--- config.mk ---
export PLATFORM = sky130hd
export DESIGN_NAME = periodic_timer_scheduler_core_flat
export DESIGN_NICKNAME = d
export VERILOG_FILES = /design/src/sv/ptsc_pkg.sv /design/src/sv/ptsc_req_if.sv /design/src/sv/ptsc_rsp_if.sv /design/src/sv/ptsc_ram.sv /design/src/sv/periodic_timer_scheduler_core.sv /design/src/flat_wrapper.sv
export SDC_FILE = /design/constraint.sdc
export NUM_CORES = 2
export LEC_CHECK = 0
export BUFFER_PORTS_ARGS = -buffer_cell sky130_fd_sc_hd__buf_2
export CAP_MARGIN = 30
export CORE_MARGIN = 1
export CORE_UTILIZATION = 27
export CTS_BUF_LIST = sky130_fd_sc_hd__clkbuf_16
export DETAILED_ROUTE_END_ITERATION = 6
export SLEW_MARGIN = 20
export SYNTH_ARGS = -nofsm -noshare
export SYNTH_HDL_FRONTEND = slang
export SYNTH_SLANG_ARGS = --single-unit
--- constraint.sdc ---
create_clock -name clk -period 23.3 [get_ports clk]
set_clock_uncertainty 0.05 [all_clocks]
set_input_delay 1.165 -clock clk [delete_from_list [all_inputs] [get_ports clk]]
set_output_delay 1.165 -clock clk [all_outputs]
set_load 0.05 [all_outputs]
--- src/sv/ptsc_pkg.sv ---
// Package for the periodic timer scheduler: request and status codes, limits.
// No dependencies.
package ptsc_pkg;

  typedef logic [2:0] req_type_t;
  typedef logic [1:0] status_t;

  localparam req_type_t REQ_SCHED   = 3'd0;
  localparam req_type_t REQ_SET     = 3'd1;
  localparam req_type_t REQ_ADD     = 3'd2;
  localparam req_type_t REQ_RESTART = 3'd3;
  localparam req_type_t REQ_CANCEL  = 3'd4;
  localparam req_type_t REQ_QUERY   = 3'd5;
  localparam req_type_t REQ_TICK    = 3'd6;

  localparam status_t ST_OK       = 2'd0;
  localparam status_t ST_BADARG   = 2'd1;
  localparam status_t ST_NOTFOUND = 2'd2;
  localparam status_t ST_FULL     = 2'd3;

  localparam int ID_W      = 16;
  localparam int PERIOD_W  = 32;
  localparam int TIMES_W   = 17;
  localparam int ORD_W     = 16;
  localparam int MAX_FIRES = 16;
  localparam int FCNT_W    = $clog2(MAX_FIRES + 1);

endpackage

--- src/sv/ptsc_req_if.sv ---
// Request channel of the timer scheduler.
// Depends on ptsc_pkg.
interface ptsc_req_if;
  logic                      valid;
  logic                      ready;
  ptsc_pkg::req_type_t       req_type;
  logic [15:0]               task_id;
  logic signed [31:0]        period_ms;
  logic signed [16:0]        execute_times;

  modport source (output valid, req_type, task_id, period_ms, execute_times, input ready);
  modport sink   (input valid, req_type, task_id, period_ms, execute_times, output ready);
endinterface

--- src/sv/ptsc_rsp_if.sv ---
// Result channel of the timer scheduler.
// Depends on ptsc_pkg.
interface ptsc_rsp_if;
  logic                valid;
  logic                ready;
  ptsc_pkg::status_t   status;
  logic [15:0]         result_id;
  logic                fired;
  logic                is_scheduled;
  logic                last;

  modport source (output valid, status, result_id, fired, is_scheduled, last, input ready);
  modport sink   (input valid, status, result_id, fired, is_scheduled, last, output ready);
endinterface

--- src/sv/ptsc_ram.sv ---
// Generic single-write, single-read RAM with registered read data.
// No dependencies.
module ptsc_ram #(
  parameter int WIDTH = 8,
  parameter int DEPTH = 16
) (
  input  logic                     clk,
  input  logic                     we,
  input  logic [$clog2(DEPTH)-1:0] waddr,
  input  logic [WIDTH-1:0]         wdata,
  input  logic [$clog2(DEPTH)-1:0] raddr,
  output logic [WIDTH-1:0]         rdata
);

  logic [WIDTH-1:0] mem [DEPTH];

  always_ff @(posedge clk) begin
    if (we) begin
      mem[waddr] <= wdata;
    end
    rdata <= mem[raddr];
  end

endmodule

--- src/sv/periodic_timer_scheduler_core.sv ---
// Periodic timer scheduler: table of timers scanned by one shared compare unit.
// Depends on ptsc_pkg, ptsc_req_if, ptsc_rsp_if and ptsc_ram.
//
// Usage: requests arrive on req (valid/ready); each transaction is one of
// schedule, set period, add period, restart, cancel, query or tick. Results
// leave on rsp (valid/ready) from an output register. Every request but tick
// gives one result; a tick gives one result per timer fired (up to 16), in
// due-time order, or one plain result if nothing fires. last marks the final
// result of a request.
// Each slot scan reads one table entry per cycle; a bad count skips the scan,
// and a tick runs one scan per fired timer plus a closing scan unless the fire
// limit ends it. When a tie-order counter runs out, a renumbering pass is
// inserted. The table RAM read port sets this rate. One request is in flight
// at a time; req.ready is high only while idle, and an idle block accepts a
// request even if a result still waits.
// A stalled receiver holds the output register and the sequencer waits on it.
// Reset (synchronous) clears time, ids, tie order and all slot valid bits and
// drops any pending result; no clearing pass over the table is needed.
module periodic_timer_scheduler_core #(
  parameter int NUM_TIMERS = 16,
  parameter int TIME_BITS  = 48
) (
  input  logic           clk,
  input  logic           rst,
  ptsc_req_if.sink       req,
  ptsc_rsp_if.source     rsp
);

  localparam int IW    = $clog2(NUM_TIMERS);
  localparam int CW    = IW + 1;
  localparam int REC_W = ptsc_pkg::ID_W + ptsc_pkg::PERIOD_W + ptsc_pkg::TIMES_W + TIME_BITS;

  localparam logic [3:0] S_IDLE    = 4'd0;
  localparam logic [3:0] S_SCAN    = 4'd1;
  localparam logic [3:0] S_DECIDE  = 4'd2;
  localparam logic [3:0] S_ORDER   = 4'd3;
  localparam logic [3:0] S_EMIT    = 4'd4;
  localparam logic [3:0] S_TLOOP   = 4'd5;
  localparam logic [3:0] S_FIRE    = 4'd6;
  localparam logic [3:0] S_REN_DEC = 4'd7;
  localparam logic [3:0] S_TFIN    = 4'd8;

  localparam logic [1:0] M_FREE = 2'd0;
  localparam logic [1:0] M_ID   = 2'd1;
  localparam logic [1:0] M_TICK = 2'd2;
  localparam logic [1:0] M_REN  = 2'd3;

  function automatic logic [TIME_BITS-1:0] due_add(input logic [TIME_BITS-1:0] b,
                                                   input logic signed [31:0] d);
    logic signed [TIME_BITS+1:0] s;
    s = $signed({2'b00, b}) + $signed({{(TIME_BITS-30){d[31]}}, d});
    if (s[TIME_BITS+1]) begin
      due_add = '0;
    end else if (s[TIME_BITS]) begin
      due_add = '1;
    end else begin
      due_add = s[TIME_BITS-1:0];
    end
  endfunction

  logic [3:0]                st, ret_st;
  logic [1:0]                md;
  logic [CW-1:0]             cnt;
  logic                      rd_vld;
  logic [IW-1:0]             rd_idx;

  logic [TIME_BITS-1:0]      cur;
  logic [15:0]               next_id;
  logic [ptsc_pkg::ORD_W-1:0] ins;
  logic [NUM_TIMERS-1:0]     valid, pend, rmark;

  ptsc_pkg::req_type_t       q_type;
  logic [15:0]               q_id;
  logic signed [31:0]        q_per;
  logic signed [16:0]        q_times;

  logic                      found;
  logic [IW-1:0]             s_idx;
  logic [15:0]               cap_id;
  logic signed [31:0]        cap_per;
  logic signed [16:0]        cap_rem;
  logic [TIME_BITS-1:0]      cap_due;
  logic [ptsc_pkg::ORD_W-1:0] cap_ord;

  logic                      rn_found;
  logic [IW-1:0]             rn_idx;
  logic [ptsc_pkg::ORD_W-1:0] rn_ord;
  logic [ptsc_pkg::ORD_W-1:0] rn_cnt;

  logic [ptsc_pkg::FCNT_W-1:0] n_fire;
  logic                      held;
  logic [15:0]               held_id;

  logic                      out_v;
  ptsc_pkg::status_t         out_status, e_status;
  logic [15:0]               out_id, e_id;
  logic                      out_fired, out_sched, out_last;
  logic                      e_fired, e_sched, e_last;

  // table RAM ports
  logic                      rec_we;
  logic [REC_W-1:0]          rec_wdata, rec_rdata;
  logic                      ord_we;
  logic [IW-1:0]             ord_waddr;
  logic [ptsc_pkg::ORD_W-1:0] ord_wdata, ord_rdata;

  logic [15:0]               rd_id;
  logic [TIME_BITS-1:0]      rd_due;

  logic [TIME_BITS-1:0]      du_b, du;
  logic signed [31:0]        du_d;
  logic signed [32:0]        np;
  logic                      np_ok;
  logic signed [16:0]        rem_dec;
  logic                      times_ok;

  ptsc_ram #(.WIDTH(REC_W), .DEPTH(NUM_TIMERS)) u_rec_ram (
    .clk(clk), .we(rec_we), .waddr(s_idx), .wdata(rec_wdata),
    .raddr(cnt[IW-1:0]), .rdata(rec_rdata)
  );

  ptsc_ram #(.WIDTH(ptsc_pkg::ORD_W), .DEPTH(NUM_TIMERS)) u_ord_ram (
    .clk(clk), .we(ord_we), .waddr(ord_waddr), .wdata(ord_wdata),
    .raddr(cnt[IW-1:0]), .rdata(ord_rdata)
  );

  assign rd_id  = rec_rdata[REC_W-1 -: 16];
  assign rd_due = rec_rdata[TIME_BITS-1:0];

  assign np      = {cap_per[31], cap_per} + {q_per[31], q_per};
  assign np_ok   = (np[32:31] == 2'b00);
  assign rem_dec = cap_rem - 17'sd1;

  assign times_ok = (!req.execute_times[16] && (req.execute_times != '0))
                    || (req.execute_times == '1);

  // shared saturating due-time adder
  always_comb begin
    du_b = cur;
    du_d = q_per;
    if (st == S_FIRE) begin
      du_b = cap_due;
      du_d = cap_per;
    end else if (q_type == ptsc_pkg::REQ_ADD) begin
      du_b = cap_due;
    end else if (q_type == ptsc_pkg::REQ_RESTART) begin
      du_d = cap_per;
    end
    du = due_add(du_b, du_d);
  end

  always_comb begin
    rec_we    = 1'b0;
    rec_wdata = {cap_id, cap_per, cap_rem, du};
    if (st == S_DECIDE && found) begin
      case (q_type)
        ptsc_pkg::REQ_SCHED: begin
          rec_we    = 1'b1;
          rec_wdata = {next_id, q_per, q_times, du};
        end
        ptsc_pkg::REQ_SET: begin
          rec_we    = !q_per[31];
          rec_wdata = {cap_id, q_per, q_times, du};
        end
        ptsc_pkg::REQ_ADD: begin
          rec_we    = np_ok;
          rec_wdata = {cap_id, np[31:0], q_times, du};
        end
        ptsc_pkg::REQ_RESTART: begin
          rec_we    = 1'b1;
        end
        default: begin
          rec_we    = 1'b0;
        end
      endcase
    end else if (st == S_FIRE) begin
      rec_we = (cap_rem != 17'sd1);
      if (cap_rem != -17'sd1) begin
        rec_wdata = {cap_id, cap_per, rem_dec, du};
      end
    end
  end

  always_comb begin
    ord_we    = 1'b0;
    ord_waddr = s_idx;
    ord_wdata = ins;
    if (st == S_ORDER && ins != '1) begin
      ord_we = 1'b1;
    end else if (st == S_REN_DEC && rn_found) begin
      ord_we    = 1'b1;
      ord_waddr = rn_idx;
      ord_wdata = rn_cnt;
    end
  end

  always_ff @(posedge clk) begin
    if (rst) begin
      st      <= S_IDLE;
      out_v   <= 1'b0;
      rd_vld  <= 1'b0;
      cur     <= '0;
      next_id <= 16'd1;
      ins     <= '0;
      valid   <= '0;
    end else begin
      if (out_v && rsp.ready && st != S_EMIT) begin
        out_v <= 1'b0;
      end
      case (st)
        S_IDLE: begin
          if (req.valid) begin
            q_type  <= req.req_type;
            q_id    <= req.task_id;
            q_per   <= req.period_ms;
            q_times <= req.execute_times;
            cnt     <= '0;
            found   <= 1'b0;
            e_status <= ptsc_pkg::ST_BADARG;
            e_id     <= '0;
            e_fired  <= 1'b0;
            e_sched  <= 1'b0;
            e_last   <= 1'b1;
            ret_st   <= S_IDLE;
            case (req.req_type)
              ptsc_pkg::REQ_SCHED: begin
                md <= M_FREE;
                st <= times_ok ? S_SCAN : S_EMIT;
              end
              ptsc_pkg::REQ_SET, ptsc_pkg::REQ_ADD: begin
                md <= M_ID;
                st <= times_ok ? S_SCAN : S_EMIT;
              end
              ptsc_pkg::REQ_RESTART, ptsc_pkg::REQ_CANCEL, ptsc_pkg::REQ_QUERY: begin
                md <= M_ID;
                st <= S_SCAN;
              end
              ptsc_pkg::REQ_TICK: begin
                if (cur != '1) begin
                  cur <= cur + 1'b1;
                end
                pend   <= valid;
                n_fire <= '0;
                held   <= 1'b0;
                st     <= S_TLOOP;
              end
              default: begin
                st <= S_EMIT;
              end
            endcase
          end
        end

        S_SCAN: begin
          rd_vld <= (cnt != CW'(NUM_TIMERS));
          if (cnt != CW'(NUM_TIMERS)) begin
            rd_idx <= cnt[IW-1:0];
            cnt    <= cnt + 1'b1;
          end
          if (rd_vld) begin
            case (md)
              M_FREE: begin
                if (!found && !valid[rd_idx]) begin
                  found <= 1'b1;
                  s_idx <= rd_idx;
                end
              end
              M_ID: begin
                if (!found && valid[rd_idx] && rd_id == q_id) begin
                  found   <= 1'b1;
                  s_idx   <= rd_idx;
                  {cap_id, cap_per, cap_rem, cap_due} <= rec_rdata;
                end
              end
              M_TICK: begin
                if (pend[rd_idx] && rd_due <= cur &&
                    (!found || rd_due < cap_due || (rd_due == cap_due && ord_rdata > cap_ord))) begin
                  found   <= 1'b1;
                  s_idx   <= rd_idx;
                  cap_ord <= ord_rdata;
                  {cap_id, cap_per, cap_rem, cap_due} <= rec_rdata;
                end
              end
              default: begin
                if (rmark[rd_idx] && (!rn_found || ord_rdata < rn_ord)) begin
                  rn_found <= 1'b1;
                  rn_idx   <= rd_idx;
                  rn_ord   <= ord_rdata;
                end
              end
            endcase
          end
          if (cnt == CW'(NUM_TIMERS) && !rd_vld) begin
            st <= (md == M_REN) ? S_REN_DEC : S_DECIDE;
          end
        end

        S_DECIDE: begin
          st       <= S_EMIT;
          e_status <= ptsc_pkg::ST_NOTFOUND;
          case (q_type)
            ptsc_pkg::REQ_SCHED: begin
              if (!found) begin
                e_status <= ptsc_pkg::ST_FULL;
              end else begin
                valid[s_idx] <= 1'b1;
                e_id         <= next_id;
                next_id      <= (next_id == 16'hFFFF) ? 16'd1 : next_id + 16'd1;
                st           <= S_ORDER;
              end
            end
            ptsc_pkg::REQ_SET: begin
              if (found) begin
                if (q_per[31]) begin
                  e_status <= ptsc_pkg::ST_BADARG;
                end else begin
                  st <= S_ORDER;
                end
              end
            end
            ptsc_pkg::REQ_ADD: begin
              if (found) begin
                e_status <= np_ok ? ptsc_pkg::ST_OK : ptsc_pkg::ST_BADARG;
              end
            end
            ptsc_pkg::REQ_RESTART: begin
              if (found) begin
                st <= S_ORDER;
              end
            end
            ptsc_pkg::REQ_CANCEL: begin
              if (found) begin
                valid[s_idx] <= 1'b0;
                e_status     <= ptsc_pkg::ST_OK;
              end
            end
            ptsc_pkg::REQ_QUERY: begin
              e_status <= ptsc_pkg::ST_OK;
              e_sched  <= found;
            end
            default: begin
              // tick: report the previous fire before handling this one
              if (!found) begin
                st <= S_TFIN;
              end else if (held) begin
                e_status <= ptsc_pkg::ST_OK;
                e_id     <= held_id;
                e_fired  <= 1'b1;
                e_last   <= 1'b0;
                ret_st   <= S_FIRE;
              end else begin
                st <= S_FIRE;
              end
            end
          endcase
        end

        S_FIRE: begin
          pend[s_idx] <= 1'b0;
          held        <= 1'b1;
          held_id     <= cap_id;
          n_fire      <= n_fire + 1'b1;
          if (cap_rem == 17'sd1) begin
            valid[s_idx] <= 1'b0;
            st           <= S_TLOOP;
          end else begin
            st <= S_ORDER;
          end
        end

        S_ORDER: begin
          if (ins == '1) begin
            rmark    <= valid;
            rn_cnt   <= '0;
            rn_found <= 1'b0;
            cnt      <= '0;
            md       <= M_REN;
            st       <= S_SCAN;
          end else begin
            ins <= ins + 1'b1;
            if (q_type == ptsc_pkg::REQ_TICK) begin
              st <= S_TLOOP;
            end else begin
              e_status <= ptsc_pkg::ST_OK;
              ret_st   <= S_IDLE;
              st       <= S_EMIT;
            end
          end
        end

        S_REN_DEC: begin
          if (rn_found) begin
            rmark[rn_idx] <= 1'b0;
            rn_cnt        <= rn_cnt + 1'b1;
            rn_found      <= 1'b0;
            cnt           <= '0;
            st            <= S_SCAN;
          end else begin
            ins <= rn_cnt;
            st  <= S_ORDER;
          end
        end

        S_TLOOP: begin
          if (n_fire == ptsc_pkg::FCNT_W'(ptsc_pkg::MAX_FIRES)) begin
            st <= S_TFIN;
          end else begin
            cnt   <= '0;
            found <= 1'b0;
            md    <= M_TICK;
            st    <= S_SCAN;
          end
        end

        S_TFIN: begin
          e_status <= ptsc_pkg::ST_OK;
          e_id     <= held ? held_id : 16'd0;
          e_fired  <= held;
          e_sched  <= 1'b0;
          e_last   <= 1'b1;
          ret_st   <= S_IDLE;
          st       <= S_EMIT;
        end

        S_EMIT: begin
          if (!out_v || rsp.ready) begin
            out_v      <= 1'b1;
            out_status <= e_status;
            out_id     <= e_id;
            out_fired  <= e_fired;
            out_sched  <= e_sched;
            out_last   <= e_last;
            st         <= ret_st;
          end else begin
            out_v <= out_v;
          end
        end

        default: begin
          st <= S_IDLE;
        end
      endcase
    end
  end

  assign req.ready        = (st == S_IDLE);
  assign rsp.valid        = out_v;
  assign rsp.status       = out_status;
  assign rsp.result_id    = out_id;
  assign rsp.fired        = out_fired;
  assign rsp.is_scheduled = out_sched;
  assign rsp.last         = out_last;

endmodule

--- src/flat_wrapper.sv ---
// flat-port wrapper written by rule: the top's interface ports become plain ports
module periodic_timer_scheduler_core_flat 
#(
  parameter int NUM_TIMERS = 16,
  parameter int TIME_BITS  = 48
)
  (clk, rst, req_valid, req_req_type, req_task_id, req_period_ms, req_execute_times, req_ready, rsp_valid, rsp_status, rsp_result_id, rsp_fired, rsp_is_scheduled, rsp_last, rsp_ready);
  ptsc_req_if req_i ();
  ptsc_rsp_if rsp_i ();
  input  logic clk;
  input  logic rst;
  input wire logic [$bits(req_i.valid)-1:0] req_valid;
  input wire logic [$bits(req_i.req_type)-1:0] req_req_type;
  input wire logic [$bits(req_i.task_id)-1:0] req_task_id;
  input wire logic [$bits(req_i.period_ms)-1:0] req_period_ms;
  input wire logic [$bits(req_i.execute_times)-1:0] req_execute_times;
  output wire logic [$bits(req_i.ready)-1:0] req_ready;
  output wire logic [$bits(rsp_i.valid)-1:0] rsp_valid;
  output wire logic [$bits(rsp_i.status)-1:0] rsp_status;
  output wire logic [$bits(rsp_i.result_id)-1:0] rsp_result_id;
  output wire logic [$bits(rsp_i.fired)-1:0] rsp_fired;
  output wire logic [$bits(rsp_i.is_scheduled)-1:0] rsp_is_scheduled;
  output wire logic [$bits(rsp_i.last)-1:0] rsp_last;
  input wire logic [$bits(rsp_i.ready)-1:0] rsp_ready;
  assign req_i.valid = req_valid;
  assign req_i.req_type = req_req_type;
  assign req_i.task_id = req_task_id;
  assign req_i.period_ms = req_period_ms;
  assign req_i.execute_times = req_execute_times;
  assign req_ready = req_i.ready;
  assign rsp_valid = rsp_i.valid;
  assign rsp_status = rsp_i.status;
  assign rsp_result_id = rsp_i.result_id;
  assign rsp_fired = rsp_i.fired;
  assign rsp_is_scheduled = rsp_i.is_scheduled;
  assign rsp_last = rsp_i.last;
  assign rsp_i.ready = rsp_ready;
  periodic_timer_scheduler_core #(.NUM_TIMERS(NUM_TIMERS), .TIME_BITS(TIME_BITS)) u_core (.clk(clk), .rst(rst), .req(req_i), .rsp(rsp_i));
endmodule
# == Yosys cells after proc, flatten, opt, wreduce, memory -nomap -nowiden ==
# Memories as Yosys holds them, arrays and structs flattened. A register that Yosys moved wholly into a read port is not among the register bits.
# Cells that the tools add are included.
# word_totals
n_memories,2
elab_cells,374
register_bits,452
ram_bits,2064
output_inout_bits,23
# classes
n_addsub,9
mux,157
reduce_logical,79
eq_ne,69
n_lt_le_gt_ge,9
bitwise,8
# mem_list
name,words,word_bits,read_ports,rd_ports_with_merged_regs,wr,line_no,source
u_core.u_rec_ram.mem,16,113,1,1,1,ptsc_ram.sv:15,logic [WIDTH-1:0] mem [DEPTH];
u_core.u_ord_ram.mem,16,16,1,1,1,ptsc_ram.sv:15,
# op_table
cell,n
case mux 113 bit (3 select lines),1
two-way mux 16 bit,21
two-way mux 48 bit,6
case mux 16 bit (2 select lines),8
two-way mux 32 bit,5
two-way mux 65 bit,2
two-way mux 113 bit,1
case mux 48 bit (2 select lines),1
two-way mux 4 bit,18
case mux 32 bit (2 select lines),1
adder 49 x 32 -> 50 bit,1
"adder 16 x 1 -> 16 bit, second input constant",3
"adder 48 x 1 -> 48 bit, second input constant",1
bitwise AND 16 bit,3
== test 48 bit,1
<= comparator 48 bit,1
< comparator 48 bit,1
"inequality test 48 bit, second input constant",1
case mux 16 bit (3 select lines),1
two-way mux 1 bit,39
case mux 4 bit (3 select lines),3
case mux 4 bit (9 select lines),1
two-way mux 5 bit,7
two-way mux 17 bit,2
71 further kinds,202

# == Depth between registers and ports, before layout ==
# logic_depth
word_depth,10
depth_mapped,22

# == By module ==
# From an unflattened synthesis, not the netlist that was laid out.
# unflattened
cells_unflattened,6218
area_unflattened_um2,107986.1
# modules_own_cells
mod,cells_each,area_each_um2,instances
ptsc_ram (u_core.u_rec_ram),2890,69783.2,1
periodic_timer_scheduler_core,2896,28160.8,1
ptsc_ram (u_core.u_ord_ram),432,10042.1,1

# == Worst setup path before layout ==
# No wires, ideal clock.
# synth_timing
path_kind,reg-to-reg
startpoint,register u_core.cap_per[0]
endpoint,memory u_core.u_rec_ram.mem[10][0] (netlist name) (enable)
arrival_time_ns,10.324
stages_incl_launch_ff,15
setup_slack_ns,12.202
required_time_ns,22.527
cell_sequence,edfxtp_1 -> ha_1 -> inv_1 -> fa_1 -> nor2b_1 -> o2111ai_1 -> nand3_1 -> a21oi_2 -> o31ai_1 -> nor4b_1 -> o311a_1 -> mux2i_1 -> o21a_1 -> buf_2 -> nor3_1
# synth_via
elab_chain_cells,6
# synth_lines
item,line_no,source
"start, declared",periodic_timer_scheduler_core.sv:80,logic signed [31:0] cap_per;
"start signal, assigned",periodic_timer_scheduler_core.sv:272,"{cap_id, cap_per, cap_rem, cap_due} <= rec_rdata;"
"start signal, assigned",periodic_timer_scheduler_core.sv:281,"{cap_id, cap_per, cap_rem, cap_due} <= rec_rdata;"
adder 32 x 32 -> 33 bit,periodic_timer_scheduler_core.sv:130,"assign np = {cap_per[31], cap_per} + {q_per[31], q_per};"
zero test 2 bit,periodic_timer_scheduler_core.sv:131,assign np_ok = (np[32:31] == 2'b00);
case mux 1 bit (3 select lines),periodic_timer_scheduler_core.sv:156,case (q_type)
two-way mux 1 bit,periodic_timer_scheduler_core.sv:155,if (st == S_DECIDE && found) begin
two-way mux 1 bit,ptsc_ram.sv:18,if (we) begin
two-way mux 1 bit (not written as such),ptsc_ram.sv:19,mem[waddr] <= wdata;
"end, declared",ptsc_ram.sv:15,
# Every way passes these cells.

# == Final worst setup path ==
# layout_timing
startpoint,register u_core.st[2]
endpoint,memory u_core.u_rec_ram.mem[5][3] (netlist name) (data pin)
# layout_via
elab_chain_cells,8
# layout_lines
item,line_no,source
"start, declared",periodic_timer_scheduler_core.sv:61,"logic [3:0] st, ret_st;"
"start signal, assigned",periodic_timer_scheduler_core.sv:228,st <= times_ok ? S_SCAN : S_EMIT;
"start signal, assigned",periodic_timer_scheduler_core.sv:232,st <= times_ok ? S_SCAN : S_EMIT;
"start signal, assigned",periodic_timer_scheduler_core.sv:294,st <= (md == M_REN) ? S_REN_DEC : S_DECIDE;
== test 4 x 3 -> 1 bit *,periodic_timer_scheduler_core.sv:141,if (st == S_FIRE) begin
two-way mux 48 bit / two-way mux 32 bit (equally long branches),periodic_timer_scheduler_core.sv:141,
adder 49 x 32 -> 50 bit *,periodic_timer_scheduler_core.sv:51,"s = $signed({2'b00, b}) + $signed({{(TIME_BITS-30){d[31]}}, d});"
two-way mux 48 bit,periodic_timer_scheduler_core.sv:54,end else if (s[TIME_BITS]) begin
two-way mux 48 bit *,periodic_timer_scheduler_core.sv:52,if (s[TIME_BITS+1]) begin
named net u_core.du[3],periodic_timer_scheduler_core.sv:110,"logic [TIME_BITS-1:0] du_b, du;"
two-way mux 65 bit,periodic_timer_scheduler_core.sv:178,if (cap_rem != -17'sd1) begin
two-way mux 65 bit,periodic_timer_scheduler_core.sv:176,end else if (st == S_FIRE) begin
two-way mux 113 bit *,periodic_timer_scheduler_core.sv:155,
# The timed path passes the listed nets; every way through them passes the cells marked *.

==> flow_summary.json <==
{
  "synth_simple_gate_area_frac": 0.0419,
  "dieArea_um2": 401000,
  "die_w_um": 634,
  "synth_top_family_by_area": "multiplexers",
  "ff_latch_area_um2": 77000,
  "drv_slew": 0,
  "synth_adder_area_share": 0.0264,
  "final_cells": 11700,
  "htreeDepth": 5,
  "tns_ns": 0,
  "drv_cap": 0,
  "drt_first_pass_iters": 7,
  "tightest_slew_ns": 1.23,
  "path_clk_slew_ns": 0.06,
  "synth_ff_type": "edfxtp_1",
  "crit_top_cell": "buf_4",
  "synth_fp_nets": 6183,
  "synth_xor_area_frac": 0.0131,
  "drt-total-wl_mm": 276,
  "synth_compound_area_frac": 0.0445,
  "async_flop_share": 0,
  "layout_setup_ws_ns": 15.10,
  "yosys_warnings": 0,
  "synth_seq_cells": 2642,
  "rrSetupSlack_ns": 15.10,
  "pre_cts_ws_ns": 15.27,
  "postCtsHoldBufs": 0,
  "antenna_found_initial": 18,
  "hold_viol": 0,
  "slew_headroom": 0.182,
  "place.gp.congestion": 0.902,
  "num_io_pins": 95,
  "grt_pass1_vias": 57900,
  "postSynthCellCount": 5885,
  "fill_cells": 38100,
  "p_leak_nw": 40.3,
  "synth_edf_count": 2411,
  "cts_sinks": 2642,
  "drt_iter0_drc": 5914,
  "placed_area_um2": 115000,
  "crit_buf_inv": 4,
  "grt_use_total": 0.134,
  "end_kind": "register",
  "synthMuxAreaShare": 0.143,
  "slowest_delay_ns": 0.85,
  "overflow": 0,
  "required_ns": 23.85,
  "drive_gt1_frac": 0.232,
  "finalInstanceArea_um2": 125000,
  "post-cts-setup-buffers": 0,
  "cts_tree": "done",
  "grt_first_pass_wirelength_mm": 399,
  "outcome": "complete, no violations",
  "fin_crit_ns": 8.20,
  "numPortBuffers": 94,
  "start_util": 0.272,
  "rsz0062_at_grt": "no",
  "num-nets-final": 6504,
  "syn_area_um2": 108000,
  "crit_chain": "nand3_2 -> nand2_2 -> buf_4 -> mux2i_1 -> inv_1 -> ha_1 -> nand2_1 -> nor3_1 -> o211ai_1 -> and2_1 -> a21oi_1 -> nand3b_1 -> a31oi_1 -> xnor2_4 -> buf_4 -> a21oi_1 -> buf_4",
  "synth.distinct_cells": 94,
  "crit_type": "reg2reg",
  "drc": 0,
  "worstSkewPairLatency_ns": 0.86,
  "multi_input_area_um2": 29300,
  "ant_nets": 0,
  "hpwl_mm": 163,
  "final_common_cell": "edfxtp_1",
  "rows": 231,
  "cp_max_fo": 47,
  "cp.arrival_ns": 8.75,
  "grt_start_max_net_pins": 159,
  "fin_crit_sh": 0.352,
  "vias": 57100,
  "crit_path_top_delay_cell": "nand3_2",
  "irDropWorstVdd_uv": 99.3,
  "area_delta_synth_final_pct": 15.7,
  "setup_viol": 0,
  "die_h_um": 634,
  "startpoint_type": "register",
  "critical-path-top-delay-family": "buffers and inverters",
  "hold-worst-slack_ns": 0.320,
  "layout_common_cells": "edfxtp_1, mux4_2, clkbuf_16",
  "ctsResizeCount": 0,
  "viasPerCell": 4.89,
  "power_mw": 12.4,
  "finalCoreUtilization": 0.314,
  "power_density_nw_per_um2": 99.2,
  "wl_per_cell_um": 23.6,
  "cts_max_path_buffers": 4,
  "ys_seq_area_frac": 0.715,
  "fmax_ghz": 0.122,
  "dp_cells": 11100,
  "syn_avg_cell_area_um2": 18.3,
  "hold_path_class": "reg2reg",
  "core_area_um2": 397000,
  "cts-root-buf": "clkbuf_16",
  "cts_buffers": 271
}
-- registers in the layout, summed over array words and instances (netlist names), 17 cells and up, named ones only --
| register | count |
|---|---|
| u_core.u_ord_ram.mem | 256 |
| u_core.u_rec_ram.rdata | 113 |
| u_core.q_per | 32 |
| u_core.q_times | 17 |
| u_core.cap_per | 32 |
| u_core.cur | 48 |
| u_core.cap_rem | 17 |
| u_core.cap_due | 48 |
| u_core.u_rec_ram.mem | 1808 |
-- cells in the mapped netlist (all sizes together) (24+ instances only) --
| cell | number | area share |
|---|---|---|
| a211oi | 42 | 0.0029 |
| buf | 79 | 0.0032 |
| nand3 | 64 | 0.0031 |
| nor4 | 24 | 0.0015 |
| a22oi | 30 | 0.0021 |
| xor2 | 53 | 0.0043 |
| dfxtp | 231 | 0.043 |
| o21ai | 194 | 0.0091 |
| nand2b | 25 | 0.0015 |
| xnor2 | 107 | 0.0088 |
| nand4 | 67 | 0.0040 |
| ha | 224 | 0.026 |
| and3 | 32 | 0.0019 |
| edfxtp | 2411 | 0.67 |
| nand2 | 283 | 0.0099 |
| a22o | 34 | 0.0028 |
| a21o | 89 | 0.0062 |
| mux4 | 659 | 0.14 |
| inv | 169 | 0.0059 |
| a21oi | 231 | 0.011 |
| nor3 | 61 | 0.0029 |
| mux2 | 48 | 0.0050 |
| nor2b | 28 | 0.0016 |
| clkbuf | 186 | 0.0065 |
| nor2 | 285 | 0.010 |
-- logic make-up (layout without fill, tap and decap cells) --
kind of cell | count (synthesis) | count (layout)
buffers and inverters | 435 | 964
AO/OA/AOI/OAI | 758 | 758
other | 0 | 16
adder cells (fa/ha/maj) | 226 | 226
flip-flops | 2642 | 2642
XOR/XNOR | 160 | 160
multiplexers | 711 | 711
AND/OR/NAND/NOR | 953 | 953
-- final timing paths --
path                               from                          to  depth (start not counted)
max reg2reg                u_core.st[2]  u_core.u_rec_ram.mem[5][3]                         17
min reg2reg  u_core.u_rec_ram.rdata[81]          u_core.cap_per[16]                          0
max                        u_core.st[2]  u_core.u_rec_ram.mem[5][3]                         17
min          u_core.u_rec_ram.rdata[81]          u_core.cap_per[16]                          0
-- metal layers --
layer / GRT usage / vias to the layer above / share of wire
met4: 0.0387 / 0 / 0.029
li1: - / 24400 / -
met3: 0.0206 / 415 / 0.067
met1: 0.182 / 30000 / 0.42
met2: 0.221 / 2215 / 0.48
met5: 0 / - / 0
-- where the power goes --
part | total [mW] | switching [mW] | internal [mW]
clock network | 4.34 | 1.82 | 2.52
logic | 2.30 | 1.23 | 1.07
registers | 5.73 | 0.193 | 5.53
total | 12.4 | 3.24 | 9.12
-- cell type report --
class                   instances  area share
diodes                         16    0.000321
well taps                    5242      0.0526
repair buffers                313      0.0187
clock inverters               199      0.0140
clock buffers                 282      0.0566
multi-input cells            2808       0.235
flip-flops and latches       2642       0.618
inverters                     170     0.00512
-- worst register-to-register path: stages, from the launching register on --
cell      delay (ns)
dfxtp_1         0.71
nand3_2         0.86
nand2_2         0.24
buf_4           0.44
mux2i_1         0.82
inv_1           0.67
ha_1            0.62
nand2_1         0.09
nor3_1          0.36
o211ai_1        0.31
and2_1          0.29
a21oi_1         0.27
nand3b_1        0.12
a31oi_1         0.38
xnor2_4         0.15
buf_4           0.78
a21oi_1         0.48
buf_4           0.30
Power figures use the tool's default switching activity.
